## src/hw/rtl/serial_camera_capture_host_unit_assert.svh

```systemverilog
// ---------------------------------------------------------------------------
// Assertion macros for the serial camera capture host
// Concurrent checks that the sequencer and the job queue write in the same form.
// ---------------------------------------------------------------------------
`ifndef SERIAL_CAMERA_CAPTURE_HOST_UNIT_ASSERT_SVH
`define SERIAL_CAMERA_CAPTURE_HOST_UNIT_ASSERT_SVH

// Antecedent implies consequent in the same cycle
`define SCCH_ASSERT_IMPLY(label, clk, rst, ante, cons) \
   label: assert property (@(posedge clk) disable iff (rst) (ante) |-> (cons)) \
      else $error("scch assertion failed");

// Antecedent implies consequent in the following cycle
`define SCCH_ASSERT_NEXT(label, clk, rst, ante, cons) \
   label: assert property (@(posedge clk) disable iff (rst) (ante) |=> (cons)) \
      else $error("scch assertion failed");

`endif

```

## src/hw/rtl/scch_pkg.sv

```systemverilog
`timescale 1ns / 1ps
// ---------------------------------------------------------------------------
// scch_pkg
// Types and protocol constants shared by the serial camera capture host.
// ---------------------------------------------------------------------------
package scch_pkg;

   // Message framing
   localparam int MSG_BYTES     = 6;
   localparam int PKG_HDR_BYTES = 4;
   localparam int PKG_TRL_BYTES = 2;
   localparam int POS_W         = 10;

   // Event kinds on the input channel
   localparam logic [1:0] MODE_CONNECT = 2'd0;
   localparam logic [1:0] MODE_PICTURE = 2'd1;
   localparam logic [1:0] MODE_RX_BYTE = 2'd2;
   localparam logic [1:0] MODE_TIMEOUT = 2'd3;

   // Status codes
   localparam logic [2:0] ST_BUSY      = 3'd0;
   localparam logic [2:0] ST_READY     = 3'd1;
   localparam logic [2:0] ST_PIC_DONE  = 3'd2;
   localparam logic [2:0] ST_LINK_FAIL = 3'd3;
   localparam logic [2:0] ST_PIC_FAIL  = 3'd4;

   // Command bytes
   localparam logic [7:0] CMD_START     = 8'hAA;
   localparam logic [7:0] ID_INIT       = 8'h01;
   localparam logic [7:0] ID_GET_PIC    = 8'h04;
   localparam logic [7:0] ID_SNAPSHOT   = 8'h05;
   localparam logic [7:0] ID_SET_SIZE   = 8'h06;
   localparam logic [7:0] ID_SYNC       = 8'h0D;
   localparam logic [7:0] ID_ACK        = 8'h0E;
   localparam logic [7:0] SIZE_KIND_PKG = 8'h08;
   localparam logic [7:0] PIC_KIND_SNAP = 8'h01;

   // Register map
   localparam logic [1:0] REG_RETRY = 2'd0;
   localparam logic [1:0] REG_PKG   = 2'd1;
   localparam logic [1:0] REG_COLOR = 2'd2;
   localparam logic [1:0] REG_RES   = 2'd3;

   localparam logic [5:0]       RETRY_RESET = 6'd60;
   localparam logic [POS_W-1:0] PKG_RESET   = 10'd512;
   localparam logic [7:0]       COLOR_RESET = 8'h07;
   localparam logic [7:0]       RES_RESET   = 8'h07;
   localparam logic [POS_W-1:0] PKG_MIN     = 10'd8;

   // Job queue between front and back end
   localparam int QUEUE_DEPTH = 4;
   localparam int QPTR_W      = $clog2(QUEUE_DEPTH);

   typedef struct packed {
      logic [5:0]       sync_retry_limit;
      logic [POS_W-1:0] package_bytes;
      logic [7:0]       init_color;
      logic [7:0]       init_resolution;
   } cfg_type;

   // One job: optional pixel, optional six-byte command, optional status
   typedef struct packed {
      logic                        pix_en;
      logic [7:0]                  pix;
      logic                        cmd_en;
      logic [MSG_BYTES-2:0][7:0]   arg;
      logic                        st_en;
      logic [2:0]                  st;
   } job_type;

endpackage

```

## src/hw/rtl/scch_csr.sv

```systemverilog
`timescale 1ns / 1ps
// ---------------------------------------------------------------------------
// scch_csr
// APB-style configuration registers of the camera host.
// ---------------------------------------------------------------------------
module scch_csr (
   input  logic              clock,
   input  logic              reset,
   input  logic              psel,
   input  logic              penable,
   input  logic              pwrite,
   input  logic [3:0]        paddr,
   input  logic [31:0]       pwdata,
   output logic [31:0]       prdata,
   output logic              pready,
   output scch_pkg::cfg_type cfg
);
   import scch_pkg::*;

   cfg_type    cfg_ff;
   logic       wr_fire;
   logic [1:0] reg_idx;

   assign pready  = 1'b1;
   assign wr_fire = psel & penable & pwrite;
   assign reg_idx = paddr[3:2];
   assign cfg     = cfg_ff;

   // Write registers on the access cycle
   always_ff @(posedge clock) begin
      if (reset) begin
         cfg_ff.sync_retry_limit <= RETRY_RESET;
         cfg_ff.package_bytes    <= PKG_RESET;
         cfg_ff.init_color       <= COLOR_RESET;
         cfg_ff.init_resolution  <= RES_RESET;
      end else if (wr_fire) begin
         unique case (reg_idx)
            REG_RETRY: cfg_ff.sync_retry_limit <= pwdata[5:0];
            REG_PKG:   cfg_ff.package_bytes    <= pwdata[POS_W-1:0];
            REG_COLOR: cfg_ff.init_color       <= pwdata[7:0];
            REG_RES:   cfg_ff.init_resolution  <= pwdata[7:0];
            default:   ;
         endcase
      end
   end

   // Read back
   always_comb begin
      unique case (reg_idx)
         REG_RETRY: prdata = {26'd0, cfg_ff.sync_retry_limit};
         REG_PKG:   prdata = {22'd0, cfg_ff.package_bytes};
         REG_COLOR: prdata = {24'd0, cfg_ff.init_color};
         REG_RES:   prdata = {24'd0, cfg_ff.init_resolution};
         default:   prdata = '0;
      endcase
   end

endmodule

```

## src/hw/rtl/scch_front.sv

```systemverilog
`timescale 1ns / 1ps
`include "serial_camera_capture_host_unit_assert.svh"
// ---------------------------------------------------------------------------
// scch_front
// Protocol sequencer: classifies each event and emits at most one job per event.
// ---------------------------------------------------------------------------
module scch_front #(
   parameter int MAX_PACKAGE_BYTES = 512
) (
   input  logic              clock,
   input  logic              reset,
   input  scch_pkg::cfg_type cfg,
   input  logic              in_accept,
   input  logic [1:0]        in_mode,
   input  logic [7:0]        in_rx_byte,
   output logic              job_valid,
   output scch_pkg::job_type job
);
   import scch_pkg::*;

   typedef enum logic [3:0] {
      PH_IDLE, PH_SYNC_ACK, PH_CAM_SYNC, PH_INIT_PEND, PH_INIT_ACK,
      PH_SIZE_ACK, PH_SNAP_ACK, PH_PIC_ACK, PH_DATA_HDR, PH_PACKAGES
   } phase_type;

   localparam logic [POS_W:0] PKG_MAX = (POS_W+1)'(MAX_PACKAGE_BYTES);

   phase_type        phase_ff, phase_in;
   logic [POS_W-1:0] pos_ff, pos_in;
   logic [5:0]       tries_ff, tries_in;
   logic [15:0]      count_ff, count_in;
   logic             link_ff, link_in;
   logic             setup_ff, setup_in;
   logic [7:0]       reply_ff [MSG_BYTES];

   logic             reply_wr;
   logic [2:0]       reply_idx;
   logic             do_init, do_finish, finish_ok;
   logic [POS_W-1:0] pkg_eff, data_max, data_size;
   logic [15:0]      size_raw;
   logic [POS_W:0]   data_end, pkg_end;

   function automatic job_type cmd_job(input logic [7:0] b1, input logic [7:0] b2,
                                       input logic [7:0] b3, input logic [7:0] b4,
                                       input logic [7:0] b5);
      job_type j;
      j        = '0;
      j.cmd_en = 1'b1;
      j.arg    = {b5, b4, b3, b2, b1};
      return j;
   endfunction

   function automatic job_type stat_job(input logic [2:0] st);
      job_type j;
      j       = '0;
      j.st_en = 1'b1;
      j.st    = st;
      return j;
   endfunction

   function automatic logic prefix_ok(input logic [7:0] r0, input logic [7:0] r1,
                                      input logic [7:0] r2, input logic [7:0] b1,
                                      input logic [7:0] b2);
      return (r0 == CMD_START) && (r1 == b1) && (r2 == b2);
   endfunction

   // Saturate package length and derive data field bounds
   always_comb begin
      if (cfg.package_bytes < PKG_MIN) begin
         pkg_eff = PKG_MIN;
      end else if ({1'b0, cfg.package_bytes} > PKG_MAX) begin
         pkg_eff = PKG_MAX[POS_W-1:0];
      end else begin
         pkg_eff = cfg.package_bytes;
      end
      data_max = pkg_eff - POS_W'(PKG_HDR_BYTES + PKG_TRL_BYTES);
      size_raw = {reply_ff[3], reply_ff[2]};
      if (size_raw > {{(16-POS_W){1'b0}}, data_max}) begin
         data_size = data_max;
      end else begin
         data_size = size_raw[POS_W-1:0];
      end
      data_end = {1'b0, data_size} + (POS_W+1)'(PKG_HDR_BYTES);
      pkg_end  = data_end + (POS_W+1)'(PKG_TRL_BYTES - 1);
   end

   // Sequence the protocol for the accepted event
   always_comb begin
      phase_in  = phase_ff;
      pos_in    = pos_ff;
      tries_in  = tries_ff;
      count_in  = count_ff;
      link_in   = link_ff;
      setup_in  = setup_ff;
      reply_wr  = 1'b0;
      reply_idx = pos_ff[2:0];
      do_init   = 1'b0;
      do_finish = 1'b0;
      finish_ok = 1'b0;
      job       = '0;
      if (in_accept) begin
         if (in_mode == MODE_CONNECT) begin
            link_in  = 1'b0;
            setup_in = 1'b0;
            tries_in = 6'd1;
            pos_in   = '0;
            count_in = '0;
            phase_in = PH_SYNC_ACK;
            job      = cmd_job(ID_SYNC, 8'h00, 8'h00, 8'h00, 8'h00);
         end else begin
            unique case (phase_ff)
               PH_IDLE: begin
                  if (in_mode == MODE_PICTURE) begin
                     if (link_ff && setup_ff) begin
                        phase_in = PH_SNAP_ACK;
                        pos_in   = '0;
                        job      = cmd_job(ID_SNAPSHOT, 8'h00, 8'h00, 8'h00, 8'h00);
                     end else begin
                        job = stat_job(ST_PIC_FAIL);
                     end
                  end
               end
               PH_INIT_PEND: begin
                  do_init = 1'b1;
               end
               PH_PACKAGES: begin
                  if (in_mode == MODE_TIMEOUT) begin
                     phase_in = PH_IDLE;
                     pos_in   = '0;
                     job      = stat_job(ST_PIC_DONE);
                  end else if (in_mode == MODE_RX_BYTE) begin
                     if (pos_ff < POS_W'(PKG_HDR_BYTES)) begin
                        // Collect package header
                        reply_wr = 1'b1;
                        pos_in   = pos_ff + 1'b1;
                     end else begin
                        if ({1'b0, pos_ff} >= pkg_end) begin
                           // Package complete: ACK with the running count
                           count_in = count_ff + 1'b1;
                           pos_in   = '0;
                           job      = cmd_job(ID_ACK, 8'h00, 8'h00, count_in[7:0],
                                              count_in[15:8]);
                        end else begin
                           pos_in = pos_ff + 1'b1;
                        end
                        job.pix_en = ({1'b0, pos_ff} < data_end);
                        job.pix    = in_rx_byte;
                     end
                  end
               end
               default: begin
                  if (in_mode == MODE_TIMEOUT) begin
                     pos_in = '0;
                     unique case (phase_ff)
                        PH_SYNC_ACK: begin
                           if (tries_ff < cfg.sync_retry_limit) begin
                              tries_in = tries_ff + 1'b1;
                              job      = cmd_job(ID_SYNC, 8'h00, 8'h00, 8'h00, 8'h00);
                           end else begin
                              link_in = 1'b0;
                              do_init = 1'b1;
                           end
                        end
                        PH_CAM_SYNC: begin
                           link_in = 1'b0;
                           do_init = 1'b1;
                        end
                        PH_INIT_ACK, PH_SIZE_ACK: begin
                           do_finish = 1'b1;
                        end
                        default: begin
                           phase_in = PH_IDLE;
                           job      = stat_job(ST_PIC_FAIL);
                        end
                     endcase
                  end else if (in_mode == MODE_RX_BYTE) begin
                     reply_wr = (pos_ff < POS_W'(MSG_BYTES));
                     pos_in   = pos_ff + 1'b1;
                     if (pos_ff >= POS_W'(MSG_BYTES - 1)) begin
                        // Full reply: the last byte is still on the input
                        pos_in = '0;
                        unique case (phase_ff)
                           PH_SYNC_ACK: begin
                              if (prefix_ok(reply_ff[0], reply_ff[1], reply_ff[2],
                                            ID_ACK, ID_SYNC)) begin
                                 phase_in = PH_CAM_SYNC;
                              end else begin
                                 link_in = 1'b0;
                                 do_init = 1'b1;
                              end
                           end
                           PH_CAM_SYNC: begin
                              link_in  = prefix_ok(reply_ff[0], reply_ff[1], reply_ff[2],
                                                   ID_SYNC, 8'h00)
                                         && (reply_ff[3] == 8'h00)
                                         && (reply_ff[4] == 8'h00)
                                         && (in_rx_byte == 8'h00);
                              phase_in = PH_INIT_PEND;
                              job      = cmd_job(ID_ACK, ID_SYNC, 8'h00, 8'h00, 8'h00);
                           end
                           PH_INIT_ACK: begin
                              if (prefix_ok(reply_ff[0], reply_ff[1], reply_ff[2],
                                            ID_ACK, ID_INIT)) begin
                                 phase_in = PH_SIZE_ACK;
                                 job      = cmd_job(ID_SET_SIZE, SIZE_KIND_PKG,
                                                    pkg_eff[7:0],
                                                    {{(16-POS_W){1'b0}}, pkg_eff[POS_W-1:8]},
                                                    8'h00);
                              end else begin
                                 do_finish = 1'b1;
                              end
                           end
                           PH_SIZE_ACK: begin
                              do_finish = 1'b1;
                              finish_ok = prefix_ok(reply_ff[0], reply_ff[1], reply_ff[2],
                                                    ID_ACK, ID_SET_SIZE);
                           end
                           PH_SNAP_ACK: begin
                              if (prefix_ok(reply_ff[0], reply_ff[1], reply_ff[2],
                                            ID_ACK, ID_SNAPSHOT)) begin
                                 phase_in = PH_PIC_ACK;
                                 job      = cmd_job(ID_GET_PIC, PIC_KIND_SNAP, 8'h00, 8'h00,
                                                    8'h00);
                              end else begin
                                 phase_in = PH_IDLE;
                                 job      = stat_job(ST_PIC_FAIL);
                              end
                           end
                           PH_PIC_ACK: begin
                              if (prefix_ok(reply_ff[0], reply_ff[1], reply_ff[2],
                                            ID_ACK, ID_GET_PIC)) begin
                                 phase_in = PH_DATA_HDR;
                              end else begin
                                 phase_in = PH_IDLE;
                                 job      = stat_job(ST_PIC_FAIL);
                              end
                           end
                           default: begin
                              // Data header read: request the first package
                              phase_in = PH_PACKAGES;
                              count_in = '0;
                              job      = cmd_job(ID_ACK, 8'h00, 8'h00, 8'h00, 8'h00);
                           end
                        endcase
                     end
                  end
               end
            endcase
         end
      end
      if (do_init) begin
         phase_in = PH_INIT_ACK;
         pos_in   = '0;
         job      = cmd_job(ID_INIT, 8'h00, cfg.init_color, 8'h00, cfg.init_resolution);
      end
      if (do_finish) begin
         setup_in = finish_ok;
         phase_in = PH_IDLE;
         pos_in   = '0;
         job      = stat_job((link_ff && finish_ok) ? ST_READY : ST_LINK_FAIL);
      end
   end

   assign job_valid = job.pix_en | job.cmd_en | job.st_en;

   // Hold sequencer state
   always_ff @(posedge clock) begin
      if (reset) begin
         phase_ff <= PH_IDLE;
         pos_ff   <= '0;
         tries_ff <= '0;
         count_ff <= '0;
         link_ff  <= 1'b0;
         setup_ff <= 1'b0;
      end else begin
         phase_ff <= phase_in;
         pos_ff   <= pos_in;
         tries_ff <= tries_in;
         count_ff <= count_in;
         link_ff  <= link_in;
         setup_ff <= setup_in;
      end
   end

   // Capture reply bytes
   always_ff @(posedge clock) begin
      if (reply_wr) begin
         reply_ff[reply_idx] <= in_rx_byte;
      end
   end

   `SCCH_ASSERT_IMPLY(a_picture_needs_link, clock, reset,
      phase_ff == PH_SNAP_ACK || phase_ff == PH_PIC_ACK || phase_ff == PH_DATA_HDR ||
      phase_ff == PH_PACKAGES, link_ff && setup_ff)
   `SCCH_ASSERT_NEXT(a_connect_restarts, clock, reset,
      in_accept && in_mode == MODE_CONNECT, phase_ff == PH_SYNC_ACK && tries_ff == 6'd1)
   `SCCH_ASSERT_IMPLY(a_job_from_event, clock, reset, job_valid, in_accept)

endmodule

```

## src/hw/rtl/scch_queue.sv

```systemverilog
`timescale 1ns / 1ps
`include "serial_camera_capture_host_unit_assert.svh"
// ---------------------------------------------------------------------------
// scch_queue
// Short job queue between the protocol sequencer and the result emitter.
// ---------------------------------------------------------------------------
module scch_queue (
   input  logic              clock,
   input  logic              reset,
   input  logic              wr_en,
   input  scch_pkg::job_type wr_data,
   output logic              full,
   input  logic              rd_en,
   output scch_pkg::job_type rd_data,
   output logic              empty
);
   import scch_pkg::*;

   job_type           entry_ff [QUEUE_DEPTH];
   logic [QPTR_W-1:0] wr_ptr_ff, rd_ptr_ff;
   logic [QPTR_W:0]   cnt_ff;
   logic              do_wr, do_rd;

   assign full    = (cnt_ff == (QPTR_W+1)'(QUEUE_DEPTH));
   assign empty   = (cnt_ff == '0);
   assign do_wr   = wr_en & ~full;
   assign do_rd   = rd_en & ~empty;
   assign rd_data = entry_ff[rd_ptr_ff];

   // Store jobs
   always_ff @(posedge clock) begin
      if (do_wr) begin
         entry_ff[wr_ptr_ff] <= wr_data;
      end
   end

   // Advance pointers and fill count
   always_ff @(posedge clock) begin
      if (reset) begin
         wr_ptr_ff <= '0;
         rd_ptr_ff <= '0;
         cnt_ff    <= '0;
      end else begin
         if (do_wr) begin
            wr_ptr_ff <= wr_ptr_ff + 1'b1;
         end
         if (do_rd) begin
            rd_ptr_ff <= rd_ptr_ff + 1'b1;
         end
         if (do_wr && !do_rd) begin
            cnt_ff <= cnt_ff + 1'b1;
         end else if (do_rd && !do_wr) begin
            cnt_ff <= cnt_ff - 1'b1;
         end
      end
   end

   `SCCH_ASSERT_IMPLY(a_count_bound, clock, reset, 1'b1,
      cnt_ff <= (QPTR_W+1)'(QUEUE_DEPTH))
   `SCCH_ASSERT_NEXT(a_count_tracks_push, clock, reset, do_wr && !do_rd,
      cnt_ff == $past(cnt_ff) + 1'b1)

endmodule

```

## src/hw/rtl/scch_back.sv

```systemverilog
`timescale 1ns / 1ps
// ---------------------------------------------------------------------------
// scch_back
// Result emitter: expands each job into pixel, command and status transactions.
// ---------------------------------------------------------------------------
module scch_back (
   input  logic              clock,
   input  logic              reset,
   input  logic              q_empty,
   input  scch_pkg::job_type q_data,
   output logic              q_pop,
   output logic              empty,
   input  logic              pop,
   output logic              rsp_tx_valid,
   output logic [7:0]        rsp_tx_byte,
   output logic              rsp_pixel_valid,
   output logic [7:0]        rsp_pixel_byte,
   output logic [2:0]        rsp_status,
   output logic              rsp_last
);
   import scch_pkg::*;

   typedef enum logic [1:0] {SEG_PIX, SEG_CMD, SEG_ST} seg_type;

   localparam logic [2:0] IDX_LAST = 3'(MSG_BYTES - 1);

   job_type    job_ff;
   seg_type    seg_ff, first_seg;
   logic [2:0] idx_ff, arg_sel;
   logic       cur_vld_ff;
   logic       fire, is_last, load;

   // Decide whether the shown transaction ends its job
   always_comb begin
      unique case (seg_ff)
         SEG_PIX: is_last = ~job_ff.cmd_en & ~job_ff.st_en;
         SEG_CMD: is_last = (idx_ff == IDX_LAST) & ~job_ff.st_en;
         SEG_ST:  is_last = 1'b1;
         default: is_last = 1'b1;
      endcase
   end

   assign fire      = pop & cur_vld_ff;
   assign load      = ~q_empty & (~cur_vld_ff | (fire & is_last));
   assign q_pop     = load;
   assign empty     = ~cur_vld_ff;
   assign first_seg = q_data.pix_en ? SEG_PIX : (q_data.cmd_en ? SEG_CMD : SEG_ST);

   // Step through the job
   always_ff @(posedge clock) begin
      if (reset) begin
         cur_vld_ff <= 1'b0;
         seg_ff     <= SEG_PIX;
         idx_ff     <= '0;
      end else if (load) begin
         cur_vld_ff <= 1'b1;
         seg_ff     <= first_seg;
         idx_ff     <= '0;
      end else if (fire) begin
         if (is_last) begin
            cur_vld_ff <= 1'b0;
         end else begin
            unique case (seg_ff)
               SEG_PIX: begin
                  seg_ff <= job_ff.cmd_en ? SEG_CMD : SEG_ST;
                  idx_ff <= '0;
               end
               SEG_CMD: begin
                  if (idx_ff == IDX_LAST) begin
                     seg_ff <= SEG_ST;
                  end else begin
                     idx_ff <= idx_ff + 1'b1;
                  end
               end
               default: ;
            endcase
         end
      end
   end

   // Hold the job payload
   always_ff @(posedge clock) begin
      if (load) begin
         job_ff <= q_data;
      end
   end

   // Drive result fields
   assign arg_sel         = idx_ff - 1'b1;
   assign rsp_tx_valid    = (seg_ff == SEG_CMD);
   assign rsp_tx_byte     = (seg_ff != SEG_CMD) ? 8'h00 :
                            (idx_ff == '0) ? CMD_START : job_ff.arg[arg_sel];
   assign rsp_pixel_valid = (seg_ff == SEG_PIX);
   assign rsp_pixel_byte  = (seg_ff == SEG_PIX) ? job_ff.pix : 8'h00;
   assign rsp_status      = (seg_ff == SEG_ST) ? job_ff.st : ST_BUSY;
   assign rsp_last        = is_last;

endmodule

```

## src/hw/rtl/serial_camera_capture_host_unit.sv

```systemverilog
`timescale 1ns / 1ps
// Serial camera capture host, top level.
// Input channel (push/full): one event per transaction: connect, take picture,
// a byte received from the camera, or a read timeout.
// Result channel (empty/pop): bytes to send to the camera, JPEG payload bytes
// with package header and trailer removed, and status reports; rsp_last marks
// the final transaction caused by one event. An event may cause no result.
// Configuration: APB-style port, retry limit, package length, init bytes, to be
// written only while the block is idle; the block itself does not enforce this.
// Path: an accepted event's job is written into the job queue and then loaded
// into the emitter's job register, from which the result ports are driven.
// Throughput: the sequencer takes one event per cycle while its 4-entry job
// queue has room; the emitter sends one transaction per cycle while pop is held,
// and an event causes at most 6 results.
// A stalled receiver fills the job queue, after which full rises.
// Reset: configuration returns to defaults, the link is down and the
// sequencer is idle; no clearing pass is needed.
// ---------------------------------------------------------------------------
// serial_camera_capture_host_unit
// Host side of a six-byte-command serial JPEG camera link.
// ---------------------------------------------------------------------------
module serial_camera_capture_host_unit #(
   parameter int MAX_PACKAGE_BYTES = 512
) (
   input  logic        clock,
   input  logic        reset,
   // Event queue
   input  logic        push,
   output logic        full,
   input  logic [1:0]  req_mode,
   input  logic [7:0]  req_rx_byte,
   // Result queue
   output logic        empty,
   input  logic        pop,
   output logic        rsp_tx_valid,
   output logic [7:0]  rsp_tx_byte,
   output logic        rsp_pixel_valid,
   output logic [7:0]  rsp_pixel_byte,
   output logic [2:0]  rsp_status,
   output logic        rsp_last,
   // Configuration
   input  logic        psel,
   input  logic        penable,
   input  logic        pwrite,
   input  logic [3:0]  paddr,
   input  logic [31:0] pwdata,
   output logic [31:0] prdata,
   output logic        pready
);
   import scch_pkg::*;

   cfg_type cfg;
   job_type job, q_data;
   logic    accept, job_valid, q_full, q_empty, q_pop;

   assign full   = q_full;
   assign accept = push & ~q_full;

   scch_csr u_csr (
      .clock   (clock),
      .reset   (reset),
      .psel    (psel),
      .penable (penable),
      .pwrite  (pwrite),
      .paddr   (paddr),
      .pwdata  (pwdata),
      .prdata  (prdata),
      .pready  (pready),
      .cfg     (cfg)
   );

   scch_front #(
      .MAX_PACKAGE_BYTES (MAX_PACKAGE_BYTES)
   ) u_front (
      .clock      (clock),
      .reset      (reset),
      .cfg        (cfg),
      .in_accept  (accept),
      .in_mode    (req_mode),
      .in_rx_byte (req_rx_byte),
      .job_valid  (job_valid),
      .job        (job)
   );

   scch_queue u_queue (
      .clock   (clock),
      .reset   (reset),
      .wr_en   (job_valid),
      .wr_data (job),
      .full    (q_full),
      .rd_en   (q_pop),
      .rd_data (q_data),
      .empty   (q_empty)
   );

   scch_back u_back (
      .clock           (clock),
      .reset           (reset),
      .q_empty         (q_empty),
      .q_data          (q_data),
      .q_pop           (q_pop),
      .empty           (empty),
      .pop             (pop),
      .rsp_tx_valid    (rsp_tx_valid),
      .rsp_tx_byte     (rsp_tx_byte),
      .rsp_pixel_valid (rsp_pixel_valid),
      .rsp_pixel_byte  (rsp_pixel_byte),
      .rsp_status      (rsp_status),
      .rsp_last        (rsp_last)
   );

endmodule
```

## config.mk

```make
export PLATFORM = sky130hd
export DESIGN_NAME = serial_camera_capture_host_unit
export DESIGN_NICKNAME = d
export VERILOG_FILES = /design/src/hw/rtl/scch_pkg.sv /design/src/hw/rtl/scch_csr.sv /design/src/hw/rtl/scch_front.sv /design/src/hw/rtl/scch_queue.sv /design/src/hw/rtl/scch_back.sv /design/src/hw/rtl/serial_camera_capture_host_unit.sv
export VERILOG_INCLUDE_DIRS = /design/src /design/src/hw/rtl
export SDC_FILE = /design/constraint.sdc
export NUM_CORES = 1
export LEC_CHECK = 0
export ABC_AREA = 0
export BUFFER_PORTS_ARGS = -buffer_cell sky130_fd_sc_hd__buf_2
export CORE_UTILIZATION = 50
export DETAILED_ROUTE_END_ITERATION = 8
export PLACE_DENSITY = 0.67
export RECOVER_POWER = 50
export SYNTH_ARGS = -nofsm -noshare
export SYNTH_HDL_FRONTEND = slang
export SYNTH_HIERARCHICAL = 1
export SYNTH_SLANG_ARGS = --single-unit
```

## constraint.sdc

```tcl
create_clock -name clock -period 17.04 [get_ports clock]
set_clock_uncertainty 0.2 [all_clocks]
set_input_delay 2.556 -clock clock [delete_from_list [all_inputs] [get_ports clock]]
set_output_delay 2.556 -clock clock [all_outputs]
set_load 0.01 [all_outputs]
```

==> summary.txt, run 1 <==
Outcome
  – Outcome: complete, but fails checks
  – Failing checks: max-capacitance violations, max-slew violations

Clock network
  – CTS tree: yes
  – Reg clk slew, reported paths: 0.06 ns
  – Root buf cell: clkbuf_16
  – CTS max path bufs: 3
  – Clk sinks: 394
  – Htree depth: 2
  – Post-CTS Resized: 0
  – Cts bufs inserted: 41
  – CTS hold repair buffers: 0
  – Setup bufs post-CTS: 0
  – Worst-Skew Late Latency: 0.55 ns

Worst hold path
  – Hold EP: u_csr/cfg[13]
  – Min-Delay Startpoint: u_csr/cfg[13]
  – Hold path cells: 2
  – Worst Hold Class: flip-flop to flip-flop

Synthesis
  – EDFF count, synth: 309
  – Primary FF master, synth: edfxtp_1
  – Syn. warnings: 6
  – Sequential-to-total area share from yosys stat: 0.575
  – Post-Syn Area: 19100 um^2
  – Top-area cell type share of the netlist area: 0.486
  – Largest area contributor in the netlist: edfxtp_1
  – Synth Instances: 1445
  – Yosys reg bits: 394
  – Post-synth ARST share: 0
  – Synth top area cells: edfxtp_1, dfxtp_1, mux4_2, ha_1, mux2i_1
  – Avg Cell Area, Syn: 13.2 um^2
  – Synth cell types: 102

Worst setup path
  – Worst Setup Start Kind: flip-flop
  – Req. time, crit path: 17.02 ns
  – Worst Path Max Fanout: 30
  – Critical path capture point type: flip-flop
  – Critical path buffers and inverters: 4
  – Worst Setup SP: u_csr/cfg[22]
  – Largest stage delay, worst path: 0.68 ns
  – Reg2Reg Depth: 33
  – CP top delay family: simple AND/OR/NAND/NOR gates
  – R2r endpoint: u_queue/entry_ff[0][1]
  – Slowest CP cell: and2_2
  – R2r setup slk: 7.10 ns
  – Worst r2r src: u_csr/cfg[22]
  – Crit path arrival time: 9.92 ns
  – Setup CP Type: flip-flop to flip-flop

Route
  – DRC viols: 0
  – Detail Route Antenna Nets: 0
  – Vias per cell: 5.73
  – Wire per inst: 19.5 um
  – DRT Pass-1 Iters: 5
  – DRT iter0 DRCs: 818
  – Via count: 11676
  – DRT Wirelength: 39700 um

STA
  – Final Max Slew Viols: 181
  – Fin. Hold Viols: 0
  – Tightest Pin Transition: 3.44 ns
  – Min Tclk post-route: 9.94 ns
  – Tcrit/Tclk final: 0.583
  – Final setup viols: 0
  – RSZ-0062 raised after global routing: no
  – Slew HR: -1.29
  – Fmax: 101 MHz
  – Setup TNS: 0 ns

GRT
  – Total global routing overflow: 0
  – Global-route wire length before repair: 63400 um
  – Vias in the first global route: 11542
  – GRT Total Usage: 0.209
  – Initial antenna violation count: 1
  – Largest net degree at the start of global routing: 69

Final layout
  – Area Growth Syn to Fin: 9.35%
  – Post-layout nets: 1607
  – Layout cells sized above 1: 0.138
  – Finished Layout Cells: 2037
  – Antenna cell count: 0
  – FILL cells: 3112

Floorplan
  – I/O pins: 110
  – Die ar.: 39000 um^2
  – Horiz. Die Dim: 197 um
  – Core ar.: 37600 um^2
  – Initial core utilization: 0.508
  – # rows: 71
  – Die H: 197 um

Placement
  – IO buf count: 62
  – HPWL Detailed: 26500 um
  – Dpl cells: 1964
  – GPL Wtd Cong: 0.862

Job
  – Max_cap viols: 3

Pwr
  – Max VDD drop: 0.0766 mV
  – Power per cell area: 124 nW/um^2
  – Leakage: 7.43 nW
==> metrics by stage <==
stage	power [mW]	hold WS, ns	util	area [um^2]	worst slack [ns]
floorplan	1.63	0.256	-	19200	8.18
detailed placement	1.75	0.283	0.522	19600	7.16
global route	2.71	0.318	0.555	20900	6.40
global placement	1.74	0.273	0.522	19600	7.26
CTS	2.62	0.297	0.557	20900	7.07
finish	2.59	0.296	0.555	20900	7.10
==> flip-flops by register name (all words and copies together) (netlist names), 3 cells and up, named ones only <==
name / flops
u_csr/cfg: 32
u_back/job_ff: 53
u_front/count_ff: 16
u_queue/entry_ff: 216
u_back/idx_ff: 3
u_front/reply_ff: 40
u_front/tries_ff: 6
u_front/phase_ff: 4
u_front/pos_ff: 10
u_queue/cnt_ff: 3
==> cells in the final DEF (no fill, tap or decap), types with 44 or more instances in the layout <==
master and instances:
mux4_2 58, ha_1 57, dfxtp_1 84, edfxtp_1 309, nand2b_1 50, nand2_1 78, nor2_1 104, a21oi_1 44
inv_1 52, o21ai_0 54
==> worst reg2reg max path, delay by kind of cell (launching register included) <==
kind / cells / cell delay [ns]
buffers and inverters: 4 / 0.79
AND/OR/NAND/NOR: 13 / 3.25
flip-flops: 1 / 0.48
adder cells (fa/ha/maj): 4 / 1.29
AO/OA/AOI/OAI: 10 / 2.99
multiplexers: 1 / 0.43
XOR/XNOR: 1 / 0.12
==> synthesized netlist by cell type, types with 24 or more instances <==
cell type    n
a21oi_1     44
a31oi_1     28
and2_1      33
and3_1      26
buf_4       38
clkbuf_1    24
dfxtp_1     85
edfxtp_1   309
ha_1        57
inv_1       52
mux2i_1     39
mux4_2      58
nand2_1     78
nand2b_1    50
nand3_1     31
nor2_1     104
o21ai_0     54
==> cell families (layout without fill, tap and decap cells) <==
kind of cell / count (synthesis) / after routing / synth area share
flip-flops: 394 / 394 / 0.575
buffers and inverters: 149 / 201 / 0.0444
multiplexers: 109 / 109 / 0.104
AO/OA/AOI/OAI: 249 / 249 / 0.0925
AND/OR/NAND/NOR: 440 / 440 / 0.125
adder cells (fa/ha/maj): 58 / 58 / 0.0384
other: 3 / 32 / 0.000590
XOR/XNOR: 43 / 43 / 0.0201
==> cell type report <==
class / count / area (um^2) / share of cell area
Clock buffer: 51 / 1070 / 0.0514
Clock inverter: 22 / 248 / 0.0119
Inverter: 52 / 195 / 0.00935
Multi-Input combinational cell: 931 / 7360 / 0.353
Sequential cell: 394 / 11000 / 0.526
Tap cell: 511 / 639 / 0.0306
Timing Repair Buffer: 76 / 375 / 0.0180
==> worst max path at each step <==
stage / endpoint / cells past startpoint
floorplan: u_queue/entry_ff[0][0] / 37
global placement: u_queue/entry_ff[0][24] / 33
detailed placement: u_queue/entry_ff[0][50] / 33
CTS: u_queue/entry_ff[0][50] / 33
global route: u_queue/entry_ff[0][46] / 33
finish: u_queue/entry_ff[0][1] / 33
==> power by group <==
part | internal, mW | switching, mW | leakage [nW]
Sequential | 1.19 | 0.0508 | 3.60
Combinational | 0.196 | 0.284 | 3.19
Clock | 0.512 | 0.361 | 0.641
Total | 1.90 | 0.695 | 7.43
==> metal layers <==
metal	wire length, um	GRT usage	part of all wire
met5	0	0	0
met4	747	0.0577	0.019
met3	1870	0.0270	0.047
met2	18600	0.334	0.47
met1	18500	0.302	0.47
No activity file was read; power rests on OpenSTA's default activity.
==> run 2, diff against run 1 <==
clock period = 9.9 ns   (was 17.04 ns; I/O delays follow)
==> summary.txt, run 2 (synthesis gave the netlist of run 1 again) <==
Clock network
  – Cts bufs inserted: 40 (-2.4%)
  – CTS tree: yes
  – Htree depth: 2 (unchanged)
  – Setup bufs post-CTS: 0 (unchanged)
  – Worst-Skew Late Latency: 0.56 ns (about the same)
  – CTS hold repair buffers: 0 (unchanged)
  – Clk sinks: 394 (unchanged)
  – Root buf cell: clkbuf_16
  – CTS max path bufs: 3 (unchanged)
  – Reg clk slew, reported paths: 0.07 ns (about the same)
  – Post-CTS Resized: 0 (unchanged)

GRT
  – Global-route wire length before repair: 64500 um (+1.7%)
  – GRT Total Usage: 0.214 (+0.00435)
  – Largest net degree at the start of global routing: 69 (unchanged)
  – Total global routing overflow: 0 (unchanged)
  – Initial antenna violation count: 0 (-1)
  – Vias in the first global route: 11662 (+1.0%)

Pwr
  – P_sw: 1.21 mW (+75%)
  – Switching Fraction: 0.271 (+0.00282)
  – Leakage: 7.45 nW (+0.21%)
  – Pint: 3.27 mW (+72%)
  – Max VDD drop: 0.146 mV (+91%)
  – Total power: 4.48 mW (+73%)
  – Power share of the clock group: 0.337 (about the same)
  – Sequential fraction of design power: 0.481 (+0.002)
  – Power per cell area: 214 nW/um^2 (+72%)
  – Combinational power share: 0.181 (-0.004)

Worst setup path
  – Largest stage delay, worst path: 0.55 ns (-0.13 ns)
  – Crit path arrival time: 9.40 ns (-0.52 ns)
  – Slowest CP cell: or4_1
  – Worst Setup SP: u_csr/cfg[19]
  – Reg2Reg Depth: 39 (+18%)
  – Req. time, crit path: 10.17 ns (-6.85 ns)
  – Setup CP Type: flip-flop to flip-flop
  – Critical path capture point type: flip-flop
  – R2r endpoint: u_queue/cnt_ff[2]
  – Worst Setup Start Kind: flip-flop
  – Worst Setup EP: u_queue/cnt_ff[2]
  – Worst r2r src: u_csr/cfg[19]
  – Worst Path Max Fanout: 11 (-63%)
  – Crit path top cell by count: ha_1
  – R2r setup slk: 0.77 ns (-6.33 ns)

Placement
  – Dpl cell area: 19700 um^2 (+0.41%)
  – Place WS: 0.840 ns (-6.32 ns)
  – HPWL Detailed: 27000 um (+1.9%)
  – GPL Wtd Cong: 0.875 (+1.5%)
  – IO buf count: 62 (unchanged)

Worst hold path
  – Min-Delay Startpoint: u_front/count_ff[1]
  – Worst Hold Class: flip-flop to flip-flop

Final layout
  – Finished Core Util: 0.557 (+0.00103)
  – Commonest non-fill, non-tap cells in the layout: edfxtp_1, nor2_1, dfxtp_1
  – Area Growth Syn to Fin: 9.55%
  – Number of flip-flops in the largest register: 216 (unchanged)
  – Antenna cell count: 0 (unchanged)
  – Largest regs: u_queue/entry_ff x216, u_back/job_ff x53, u_front/reply_ff x40
  – Top reg by flops: u_queue/entry_ff
  – Final non-filler cell area: 20900 um^2 (+0.19%)
  – Layout cells sized above 1: 0.135 (-0.00315)
  – Post-layout nets: 1615 (+0.50%)
  – Commonest non-fill, non-tap cell in the layout: edfxtp_1

STA
  – Fin. Hold Viols: 0 (unchanged)
  – Setup TNS: 0 ns (unchanged)
  – RSZ-0062 raised after global routing: no
  – Worst setup margin: 0.768 ns (-6.33 ns)
  – Final setup viols: 0 (unchanged)
  – Tcrit/Tclk final: 0.922 (+0.339)
  – Final Max Slew Viols: 112 (-38%)
  – Min Tclk post-route: 9.13 ns (-0.807 ns)
  – Tightest Pin Transition: 3.49 ns (+0.0482 ns)
  – Slew HR: -1.32 (-0.0321)
  – Fmax: 110 MHz (+8.8%)

Route
  – DRT Wirelength: 40600 um (+2.4%)
  – DRT iter0 DRCs: 884 (+8.1%)
  – DRT Pass-1 Iters: 5 (unchanged)
  – Wire per inst: 19.9 um (+2.1%)
  – Via count: 11802 (+1.1%)
  – Detail Route Antenna Nets: 0 (unchanged)
  – DRC viols: 0 (unchanged)
  – Vias per cell: 5.78 (+0.78%)

Floorplan
  – Initial core utilization: 0.508 (unchanged)
  – # rows: 71 (unchanged)
  – Die ar.: 39000 um^2 (unchanged)
  – Die H: 197 um (unchanged)
  – Core ar.: 37600 um^2 (unchanged)
  – I/O pins: 110 (unchanged)
  – Horiz. Die Dim: 197 um (unchanged)

Outcome
  – Outcome: complete, but fails checks
  – Failing checks: max-capacitance violations, max-slew violations

Job
  – Max_cap viols: 2 (-1)
## run 2: cell count changes in the layout (fill, tap and decap cells not counted), sizes merged
| cell | delta |
|---|---|
| clkbuf | +4 |
| clkinv | +2 |
| inv | -1 |
| bufinv | +1 |
| buf | +1 |
| clkinvlp | -1 |
## run 2: power groups by stage
stage | clock network [mW] | logic (mW) | registers (mW)
detailed placement | 0 | 0.831 | 2.18
CTS | 1.55 | 0.834 | 2.15
finish | 1.51 | 0.812 | 2.16
floorplan | 0 | 0.681 | 2.12
global route | 1.61 | 0.893 | 2.18
global placement | 0 | 0.822 | 2.17
## run 2: how the worst min path moves through the flow
stage | endpoint | slack (ns) | cells past startpoint
detailed placement | u_csr/cfg[14] | 0.28 | 2
finish | u_front/count_ff[1] | 0.29 | 2
CTS | u_front/count_ff[1] | 0.30 | 2
global placement | u_csr/cfg[13] | 0.28 | 2
floorplan | u_front/count_ff[14] | 0.26 | 2
global route | u_csr/cfg[14] | 0.32 | 2
## run 2: layout make-up
type                            instances  area, um^2
Fill cell                            3114       16700
Tap cell                              511         639
Inverter                               52         195
Clock buffer                           47        1030
Clock inverter                         23         275
Multi-Input combinational cell        931        7340
Sequential cell                       394       11000
Timing Repair Buffer                   85         445
## run 2: metrics by stage
step	hold WS (ns)	instances
after floorplan	0.256	1474
after global placement	0.277	1973
after detailed placement	0.282	1973
after CTS	0.297	2043
after global routing	0.322	2043
final	0.294	2043
## run 2: critical path: cells and delay by family, from the launching register on
kind / cells / cell delay (ns)
AND/OR/NAND/NOR: 13 / 2.84
multiplexers: 1 / 0.25
AO/OA/AOI/OAI: 12 / 2.72
buffers and inverters: 5 / 0.44
adder cells (fa/ha/maj): 6 / 1.83
flip-flops: 1 / 0.44
XOR/XNOR: 2 / 0.31
## run 2: routing by layer
metal / up-vias / track usage / share of wire
li1: 5566 / - / -
met3: 62 / 0.0323 / 0.055
met1: 5832 / 0.305 / 0.46
met4: 0 / 0.0635 / 0.021
met5: - / 0 / 0
met2: 342 / 0.339 / 0.46
==> run 3, diff against run 2 <==
--- a/config.mk
+++ b/config.mk
@@ -11,4 +11,5 @@
 export CORE_UTILIZATION = 50
 export DETAILED_ROUTE_END_ITERATION = 8
+export HOLD_SLACK_MARGIN = 0.06
 export PLACE_DENSITY = 0.67
 export RECOVER_POWER = 50
@@ -17,2 +18,3 @@
 export SYNTH_HIERARCHICAL = 1
 export SYNTH_SLANG_ARGS = --single-unit
+export TNS_END_PERCENT = 20
==> constraint.sdc (replaced) <==
create_clock -name clock -period 9.9 [get_ports clock]
set_clock_uncertainty 0.2 [all_clocks]
set_input_delay 1.98 -clock clock [delete_from_list [all_inputs] [get_ports clock]]
set_output_delay 1.98 -clock clock [all_outputs]
set_load 0.01 [all_outputs]
==> summary.txt, run 3 (synthesis gave the netlist of run 1 again) <==
Floorplan
  – Core ar.: 37600 um^2 (unchanged)
  – I/O pins: 110 (unchanged)
  – Horiz. Die Dim: 197 um (unchanged)
  – Die H: 197 um (unchanged)
  – # rows: 71 (unchanged)
  – Initial core utilization: 0.508 (unchanged)
  – Die ar.: 39000 um^2 (unchanged)

STA
  – Tcrit/Tclk final: 0.921 (-0.00159)
  – WHS: 0.292 ns (-0.00169 ns)
  – Fin. Hold Viols: 0 (unchanged)
  – Setup TNS: 0 ns (unchanged)
  – Slew HR: -1.31 (+0.00982)
  – RSZ-0062 raised after global routing: no
  – Final Max Slew Viols: 112 (unchanged)
  – Min Tclk post-route: 9.12 ns (-0.0157 ns)
  – Final setup viols: 0 (unchanged)
  – Tightest Pin Transition: 3.47 ns (-0.0147 ns)
  – Fmax: 110 MHz (+0.17%)

Worst setup path
  – Setup CP Type: flip-flop to flip-flop
  – Largest stage delay, worst path: 0.56 ns (about the same)
  – Crit path arrival time: 9.38 ns (-0.02 ns)
  – CP top delay family: simple AND/OR/NAND/NOR gates
  – Crit path top cell by count: ha_1
  – Reg2Reg Depth: 39 (unchanged)
  – Worst Path Max Fanout: 11 (unchanged)
  – Worst r2r src: u_csr/cfg[19]
  – R2r endpoint: u_queue/cnt_ff[2]
  – Slowest CP cell: or4_1
  – Critical path buffers and inverters: 5 (unchanged)
  – Req. time, crit path: 10.16 ns (about the same)
  – Worst Setup Start Kind: flip-flop
  – R2r setup slk: 0.78 ns (+0.02 ns)
  – Critical path capture point type: flip-flop

GRT
  – GRT Total Usage: 0.211 (-0.00238)
  – Largest net degree at the start of global routing: 69 (unchanged)
  – Total global routing overflow: 0 (unchanged)
  – Initial antenna violation count: 0 (unchanged)
  – Vias in the first global route: 11677 (+0.13%)
  – Global-route wire length before repair: 63800 um (-1.1%)

Route
  – DRT Wirelength: 40000 um (-1.5%)
  – Wire per inst: 19.6 um (-1.7%)
  – DRC viols: 0 (unchanged)
  – Vias per cell: 5.72 (-0.93%)
  – DRT Pass-1 Iters: 5 (unchanged)
  – Detail Route Antenna Nets: 0 (unchanged)
  – DRT iter0 DRCs: 809 (-8.5%)
  – Via count: 11709 (-0.79%)

Final layout
  – Final non-filler cell area: 20900 um^2 (about the same)
  – FILL cells: 3116 (+0.064%)
  – Largest regs: u_queue/entry_ff x216, u_back/job_ff x53, u_front/reply_ff x40
  – Antenna cell count: 0 (unchanged)
  – Layout cells sized above 1: 0.137 (+0.00234)
  – Area Growth Syn to Fin: 9.48% (about the same)
  – Finished Core Util: 0.556 (about the same)
  – Commonest non-fill, non-tap cell in the layout: edfxtp_1
  – Number of flip-flops in the largest register: 216 (unchanged)
  – Post-layout nets: 1613 (-0.12%)
  – Top reg by flops: u_queue/entry_ff
  – Commonest non-fill, non-tap cells in the layout: edfxtp_1, nor2_1, dfxtp_1

Clock network
  – Setup bufs post-CTS: 0 (unchanged)
  – CTS max path bufs: 3 (unchanged)
  – Reg clk slew, reported paths: 0.06 ns (about the same)
  – Post-CTS Resized: 0 (unchanged)
  – Clk sinks: 394 (unchanged)
  – CTS hold repair buffers: 0 (unchanged)
  – Htree depth: 2 (unchanged)
  – Cts bufs inserted: 41 (+2.5%)
  – CTS tree: yes
  – Root buf cell: clkbuf_16
  – Worst-Skew Late Latency: 0.55 ns (about the same)

Pwr
  – Max VDD drop: 0.122 mV (-16%)
  – Power per cell area: 213 nW/um^2 (-0.71%)
  – Leakage: 7.45 nW (about the same)

Worst hold path
  – Hold EP: u_csr/cfg[14]
  – Min-Delay Startpoint: u_csr/cfg[14]
  – Hold path cells: 2 (unchanged)
  – Worst Hold Class: flip-flop to flip-flop

Placement
  – GPL Wtd Cong: 0.874 (-0.14%)
  – IO buf count: 62 (unchanged)
  – Dpl cell area: 19700 um^2 (about the same)
  – HPWL Detailed: 26800 um (-0.73%)

Outcome
  – Failing checks: max-capacitance violations, max-slew violations
  – Outcome: complete, but fails checks

Job
  – Max_cap viols: 2 (unchanged)
-- run 3: layout make-up --
cell class,count,area (um^2),share of cell area
clock inverters,25,231,0.0111
well taps,511,639,0.0306
inverters,52,195,0.00934
multi-input cells,931,7340,0.351
flip-flops and latches,394,11000,0.526
clock buffers,51,1060,0.0509
repair buffers,82,440,0.0211
-- run 3: metal layers --
layer	GRT usage	share of wire	routed length, um
met5	0	0	0
met4	0.0635	0.024	942
met3	0.0292	0.049	1970
met2	0.335	0.46	18500
met1	0.303	0.46	18600
-- run 3: how the worst max path moves through the flow --
stage / start / end / cells after the start
after global placement: u_csr/cfg[19] / u_queue/cnt_ff[2] / 39
final: u_csr/cfg[19] / u_queue/cnt_ff[2] / 39
after global routing: u_csr/cfg[19] / u_queue/cnt_ff[2] / 39
after floorplan: u_csr/cfg[22] / u_queue/entry_ff[0][0] / 37
after detailed placement: u_csr/cfg[19] / u_queue/cnt_ff[2] / 39
after CTS: u_csr/cfg[19] / u_queue/cnt_ff[2] / 39
-- run 3: through the flow --
stage / instances / worst slack, ns / power, mW
final: 2046 / 0.784 / 4.45
after CTS: 2046 / 0.779 / 4.49
after global routing: 2046 / 0.0673 / 4.65
after detailed placement: 1970 / 0.873 / 3.01
after floorplan: 1474 / 1.04 / 2.80
after global placement: 1970 / 0.893 / 2.99
-- run 3: tightest hold or removal path: cells and delay by family, from the launching register on --
family	cells	cell delay [ns]
flip-flops	1	0.32
multiplexers	1	0.05
AND/OR/NAND/NOR	1	0.07
-- run 3: where the power goes --
| part | switching, mW | internal, mW | leakage, nW |
|---|---|---|---|
| sequential | 0.113 | 2.05 | 3.60 |
| clock | 0.630 | 0.851 | 0.630 |
| combinational | 0.466 | 0.336 | 3.22 |
| total | 1.21 | 3.24 | 7.45 |
